==> src/hw/rtl/bphd_pkg.sv <==
// Package for the bar peak-hold meter: level widths, shift constants and
// the per-tracker update function. No dependencies.
`timescale 1ns / 1ps
`default_nettype none

package bphd_pkg;

    localparam int unsigned LEVEL_W   = 16;
    localparam int unsigned MAG_W     = 8;
    localparam int unsigned FRAC_W    = 8;
    localparam int unsigned IDX_W     = 6;
    localparam int unsigned ROW_W     = 5;
    localparam int unsigned ROW_SHIFT = 11;
    localparam int unsigned SHIFT_W   = 4;
    localparam int unsigned STEP_W    = 5;
    localparam logic [SHIFT_W-1:0] DECAY_RESET = 4'd3;
    localparam logic [STEP_W-1:0]  BAR_EXTRA   = 5'd2;

    typedef logic [LEVEL_W-1:0] level_t;

    typedef struct packed {
        level_t peak;
        level_t bar;
    } entry_t;

    // Jump to the magnitude when it tops the integer part, else fall by
    // 2^shift and floor at zero.
    function automatic level_t track(input level_t lvl, input logic [MAG_W-1:0] mag,
                                     input logic [STEP_W-1:0] shift);
        logic [LEVEL_W:0] step;
        level_t           res;
        step = '0;
        res  = '0;
        if (mag > lvl[LEVEL_W-1:FRAC_W]) begin
            res = {mag, {FRAC_W{1'b0}}};
        end else if (shift < STEP_W'(LEVEL_W)) begin
            step = (LEVEL_W+1)'(1) << shift;
            if ({1'b0, lvl} > step) begin
                res = lvl - step[LEVEL_W-1:0];
            end
        end
        return res;
    endfunction

endpackage

`default_nettype wire

==> src/hw/rtl/bar_peak_hold_decay.sv <==
// Bar peak-hold meter: one word in, one word out. Throughput one word
// per cycle unless m_ready stalls; the tracker memory read-modify-write
// is forwarded from the last write, so repeated bars need no interlock.
// Reset clears all entry valid bits (every tracker reads as zero) and sets
// decay_shift to 3; no clearing pass. Depends on bphd_pkg.
`timescale 1ns / 1ps
`default_nettype none

module bar_peak_hold_decay #(
    parameter int unsigned BAR_COUNT = 64
) (
    input  wire                              aclk,
    input  wire                              aresetn,
    input  wire                              decay_shift_we,
    input  wire [bphd_pkg::SHIFT_W-1:0]      decay_shift_wdata,
    input  wire                              s_valid,
    output logic                             s_ready,
    input  wire [bphd_pkg::IDX_W-1:0]        s_bar_index,
    input  wire [bphd_pkg::MAG_W-1:0]        s_magnitude,
    output logic                             m_valid,
    input  wire                              m_ready,
    output logic [bphd_pkg::IDX_W-1:0]       m_out_bar_index,
    output logic [bphd_pkg::ROW_W-1:0]       m_bar_height,
    output logic [bphd_pkg::ROW_W-1:0]       m_peak_row
);

    localparam int unsigned ADDR_W = (BAR_COUNT > 1) ? $clog2(BAR_COUNT) : 1;
    localparam int unsigned EXT_W  = 9;

    bphd_pkg::entry_t mem [BAR_COUNT];
    logic [BAR_COUNT-1:0] ent_vld_reg;

    logic [bphd_pkg::SHIFT_W-1:0] decay_reg;

    logic [EXT_W-1:0]  idx_ext;
    logic              in_rng;
    logic [ADDR_W-1:0] rd_addr;
    logic              accept;
    logic              out_free;

    logic                        s1_vld_reg;
    logic                        s1_rng_reg;
    logic [ADDR_W-1:0]           s1_addr_reg;
    logic [bphd_pkg::IDX_W-1:0]  s1_idx_reg;
    logic [bphd_pkg::MAG_W-1:0]  s1_mag_reg;
    bphd_pkg::entry_t            rd_data_reg;
    logic                        rd_vld_reg;

    logic                        wb_vld_reg;
    logic [ADDR_W-1:0]           wb_addr_reg;
    bphd_pkg::entry_t            wb_data_reg;

    logic                        fwd_hit;
    bphd_pkg::entry_t            old_ent;
    bphd_pkg::entry_t            new_ent;
    logic                        mem_we;

    logic                        m_valid_reg;
    logic [bphd_pkg::IDX_W-1:0]  m_idx_reg;
    logic [bphd_pkg::ROW_W-1:0]  m_height_reg;
    logic [bphd_pkg::ROW_W-1:0]  m_peak_reg;

    assign idx_ext  = EXT_W'(s_bar_index);
    assign in_rng   = idx_ext < EXT_W'(BAR_COUNT);
    assign rd_addr  = idx_ext[ADDR_W-1:0];
    assign out_free = !m_valid_reg || m_ready;
    assign s_ready  = !s1_vld_reg || out_free;
    assign accept   = s_valid && s_ready;

    always_ff @(posedge aclk) begin
        if (!aresetn) begin
            decay_reg <= bphd_pkg::DECAY_RESET;
        end else if (decay_shift_we) begin
            decay_reg <= decay_shift_wdata;
        end
    end

    // stage 1: memory read
    always_ff @(posedge aclk) begin
        if (!aresetn) begin
            s1_vld_reg <= 1'b0;
        end else if (accept) begin
            s1_vld_reg <= 1'b1;
        end else if (out_free) begin
            s1_vld_reg <= 1'b0;
        end
    end

    always_ff @(posedge aclk) begin
        if (accept) begin
            s1_rng_reg  <= in_rng;
            s1_addr_reg <= rd_addr;
            s1_idx_reg  <= s_bar_index;
            s1_mag_reg  <= s_magnitude;
            rd_data_reg <= mem[rd_addr];
            rd_vld_reg  <= in_rng && ent_vld_reg[rd_addr];
        end
    end

    // stage 2: modify with forwarding, write back
    assign fwd_hit = wb_vld_reg && (wb_addr_reg == s1_addr_reg);

    always_comb begin
        if (fwd_hit) begin
            old_ent = wb_data_reg;
        end else if (rd_vld_reg) begin
            old_ent = rd_data_reg;
        end else begin
            old_ent = '0;
        end
        new_ent.peak = bphd_pkg::track(old_ent.peak, s1_mag_reg,
                                       bphd_pkg::STEP_W'(decay_reg));
        new_ent.bar  = bphd_pkg::track(old_ent.bar, s1_mag_reg,
                                       bphd_pkg::STEP_W'(decay_reg) + bphd_pkg::BAR_EXTRA);
    end

    assign mem_we = s1_vld_reg && s1_rng_reg && out_free;

    always_ff @(posedge aclk) begin
        if (mem_we) begin
            mem[s1_addr_reg] <= new_ent;
        end
    end

    always_ff @(posedge aclk) begin
        if (!aresetn) begin
            ent_vld_reg <= '0;
            wb_vld_reg  <= 1'b0;
        end else if (mem_we) begin
            ent_vld_reg[s1_addr_reg] <= 1'b1;
            wb_vld_reg               <= 1'b1;
        end
    end

    always_ff @(posedge aclk) begin
        if (mem_we) begin
            wb_addr_reg <= s1_addr_reg;
            wb_data_reg <= new_ent;
        end
    end

    // output register
    always_ff @(posedge aclk) begin
        if (!aresetn) begin
            m_valid_reg <= 1'b0;
        end else if (out_free) begin
            m_valid_reg <= s1_vld_reg;
        end
    end

    always_ff @(posedge aclk) begin
        if (out_free && s1_vld_reg) begin
            m_idx_reg <= s1_idx_reg;
            if (s1_rng_reg) begin
                m_height_reg <= old_ent.bar[bphd_pkg::LEVEL_W-1:bphd_pkg::ROW_SHIFT];
                m_peak_reg   <= new_ent.peak[bphd_pkg::LEVEL_W-1:bphd_pkg::ROW_SHIFT];
            end else begin
                m_height_reg <= '0;
                m_peak_reg   <= '0;
            end
        end
    end

    assign m_valid         = m_valid_reg;
    assign m_out_bar_index = m_idx_reg;
    assign m_bar_height    = m_height_reg;
    assign m_peak_row      = m_peak_reg;

    a_we_in_range: assert property (@(posedge aclk) disable iff (!aresetn)
        mem_we |-> s1_vld_reg && s1_rng_reg)
        else $error("tracker write for an out-of-range bar");

    a_accept_fills: assert property (@(posedge aclk) disable iff (!aresetn)
        accept |=> s1_vld_reg)
        else $error("accepted word lost before stage 2");

    a_empty_ready: assert property (@(posedge aclk) disable iff (!aresetn)
        !s1_vld_reg |-> s_ready)
        else $error("input stalled with empty pipeline");

    a_jump: assert property (@(posedge aclk) disable iff (!aresetn)
        mem_we && (s1_mag_reg > old_ent.peak[bphd_pkg::LEVEL_W-1:bphd_pkg::FRAC_W])
        |-> new_ent.peak[bphd_pkg::LEVEL_W-1:bphd_pkg::FRAC_W] == s1_mag_reg)
        else $error("peak did not jump to magnitude");

    a_stage_hold: assert property (@(posedge aclk) disable iff (!aresetn)
        s1_vld_reg && !out_free |=> s1_vld_reg && $stable(s1_idx_reg))
        else $error("stage 2 word dropped under stall");

endmodule

`default_nettype wire

==> config.mk <==
export PLATFORM = sky130hd
export DESIGN_NAME = bar_peak_hold_decay
export DESIGN_NICKNAME = d
export VERILOG_FILES = /design/src/hw/rtl/bphd_pkg.sv /design/src/hw/rtl/bar_peak_hold_decay.sv
export SDC_FILE = /design/constraint.sdc
export NUM_CORES = 2
export LEC_CHECK = 0
export ABC_AREA = 1
export BUFFER_PORTS_ARGS = -buffer_cell sky130_fd_sc_hd__buf_2
export CAP_MARGIN = 20
export CORE_ASPECT_RATIO = 2
export CORE_MARGIN = 5
export CORE_UTILIZATION = 55
export DETAILED_ROUTE_END_ITERATION = 12
export PLACE_DENSITY = 0.71
export SLEW_MARGIN = 20
export SYNTH_ARGS = -nofsm -noshare
export SYNTH_HDL_FRONTEND = slang
export SYNTH_SLANG_ARGS = --single-unit
export TNS_END_PERCENT = 20
==> constraint.sdc <==
create_clock -name aclk -period 10.4 [get_ports aclk]
set_clock_uncertainty 0.15 [all_clocks]
set_input_delay 1.56 -clock aclk [delete_from_list [all_inputs] [get_ports aclk]]
set_output_delay 1.56 -clock aclk [all_outputs]
set_load 0.05 [all_outputs]
==> results.toml <==
[run_status]
status = "finished clean"

[routing]
routed.top_layer = "met5"
ant_nets = 0
dr_wl_met2_um = 134000
finalWirelength_um = 268000
route.detailed.drc = 0
wl_met1_um = 88800
drt_pass1_iterations = 7
dr_wl_met3_um = 26400
viasPerCell = 6.22
num_vias = 62676
drtIter0Drc = 7999
wl_per_cell_um = 26.6

[yosys]
synth-seq-cells = 2209
ys_warn_count = 0
synth_edf_count = 2138
synthTopCellsByArea = "edfxtp_1, nand3_1, nand2_1"
ys.flop_type = "edfxtp_1"
yosysSeqAreaShare_pct = 72.3
async_flop_share_pct = 0
avgSynthCellArea_um2 = 11.4
synthCells = 7937
synthesis.area_mm2 = 0.0908
yosysUniqueCellTypes = 39
yosys.area.top_type = "edfxtp_1"
netlist.area_leader.share_pct = 70.7
synth_fp_nets = 8011

[die]
fp.dieArea_mm2 = 0.174
coreArea_mm2 = 0.165
start_util_pct = 55.1
fp.dieH_um = 585
io-pin-count = 41
rows = 211
die_w_um = 297

[finish]
layout_commonest_cell = "nand2_1"
final_util_pct = 60.3
final_cell_mix = "nand2_1, edfxtp_1, nand3_1, nor2_1, clkbuf_16"
n_fill_cell = 12471
syn_to_final_growth_pct = 9.49
drive_gt1_share_pct = 6.78
layout.nets = 7892
fin_cells = 10084
largest_reg_flops = 2048

[sta]
fin_crit_sh_pct = 59.7
period_needed_ns = 6.21
slew_headroom_pct = 12.5
worst_slew_pin_slew_ns = 1.31
rsz0062_at_grt = "no"
setup_tns_ns = 0
layout_setup_ws_ns = 4.19
slew_viol_final = 0
hold_violations = 0
setup_viol_count_final = 0
max_freq_mhz = 161

[worst_setup_path]
setup.worst_path.start = "s1_idx_reg[3]$_DFFE_PP_"
r2r_slack_ns = 4.19
critical_path_class = "reg -> reg"
arrival_ns = 6.69
start_kind = "flip-flop"
endpoint_kind = "flip-flop"
rr_startpoint = "s1_idx_reg[3]$_DFFE_PP_"
crit_fanout = 46
worstPathRequired_ns = 10.88

[clock_network]
clock_path_buffers = 4
clock_sinks = 2209
post_cts_resized = 0
clkLatencyLatePin_ns = 0.83
root_buffer = "clkbuf_16"
cts.clk_slew.worst_paths_ns = 0.07
numCtsBuffers = 183
post_cts_buffers = 0
h-tree-depth = 4
hold_buffers = 0
cts_tree = "built"

[global_route]
grt-ovfl-total = 0
grt_usage_pct = 30.1
grt_first_pass_wirelength_um = 390000
grt_pass1_vias = 61022
antenna_found_initial = 4
grt_max_degree = 226

[placed_design]
dp_cells = 9752
hpwlAfterDp_um = 141000
portBuffers = 40
preCtsSetupSlack_ns = 4.04
gp_congestion = 0.910

[min_path]
hold_class = "reg -> reg"
worstHoldStart = "ent_vld_reg[34]$_SDFFE_PN0P_"

[power_and_ir_drop]
vdd_drop_max_uv = 122
p_per_area_mw_per_mm2 = 190
leakagePower_nw = 35.6

[run]
cap_violations = 0
[final cells by class]
| class | instances | area [um^2] | area share [%] |
|---|---|---|---|
| Antenna cell | 2 | 5.00 | 0.00504 |
| Clock buffer | 234 | 4920 | 4.95 |
| Clock inverter | 85 | 820 | 0.825 |
| Inverter | 158 | 621 | 0.624 |
| Multi-Input combinational cell | 5087 | 23100 | 23.3 |
| Sequential cell | 2209 | 65600 | 66.0 |
| Tap cell | 2130 | 2670 | 2.68 |
| Timing Repair Buffer | 179 | 1630 | 1.64 |
[kinds of logic (layout without fill, tap and decap cells)]
logic type / count (synthesis) / count (layout) / synth area share [%]
AO/OA/AOI/OAI: 64 / 64 / 0.383
XOR/XNOR: 17 / 17 / 0.164
adder cells (fa/ha/maj): 51 / 51 / 0.719
buffers and inverters: 641 / 656 / 3.02
flip-flops: 2209 / 2209 / 72.3
other: 0 / 2 / 0
AND/OR/NAND/NOR: 4955 / 4955 / 23.4
[metrics by stage]
| step | hold slack (ns) | power [W] | instance area (um^2) |
|---|---|---|---|
| floorplan | 0.274 | 0.0115 | 90800 |
| global placement | 0.299 | 0.0122 | 93300 |
| detailed placement | 0.308 | 0.0122 | 93400 |
| CTS | 0.324 | 0.0189 | 99100 |
| global route | 0.347 | 0.0194 | 99400 |
| finish | 0.317 | 0.0189 | 99400 |
[per-layer routing]
metal	vias to the layer above	global-route usage [%]
li1	27531	-
met1	30399	35.8
met2	3804	52.0
met3	940	4.63
met4	2	17.9
met5	-	0
[report_power, final]
part / internal [W] / switching [W]
Combinational: 0.000408 / 0.00143
Sequential: 0.0102 / 0.0000325
Clock: 0.00373 / 0.00308
Total: 0.0144 / 0.00454
[Yosys cell counts, types with 2 or more instances]
cell and number:
edfxtp_1 2138, xor2_1 5, o21a_1 2, clkbuf_1 157, inv_2 9, nor3_1 19
nand2_2 2, inv_1 147, buf_1 75, nor3_4 2, nand4_1 10, nand3_1 2040
and2_1 3, clkinv_1 2, dfxtp_1 71, a21oi_1 45, fa_1 2, xnor2_1 12
nand3b_1 5, o21ai_0 7, nand2_1 2597, o21ai_1 2, ha_1 49, nor2_1 274
buf_2 243, buf_4 6
[path summary, 6_finish.rpt]
check                                                     to  cells past startpoint
worst max-delay path                    mem[29][7]$_DFFE_PP_                     18
worst min register to register  ent_vld_reg[34]$_SDFFE_PN0P_                      2
worst min-delay path            ent_vld_reg[34]$_SDFFE_PN0P_                      2
worst max register to register          mem[29][7]$_DFFE_PP_                     18
[critical path, cell delays in order, from the launching register on]
cell and delay, ns:
edfxtp_1 0.46, inv_1 0.20, o22ai_1 0.14, nor3_4 0.95, nand2_4 0.60, nor2_1 0.26
a21oi_1 0.07, ha_1 0.42, nand3b_1 0.11, nand2_1 0.19, nand2_1 0.09, nand2_1 0.13
nand2_1 0.09, nand2_1 0.11, nand2_1 0.07, nand2_2 0.14, nand2_1 0.62, nor2_4 0.92
buf_16 0.25
No activity file was read; power rests on OpenSTA's default activity.
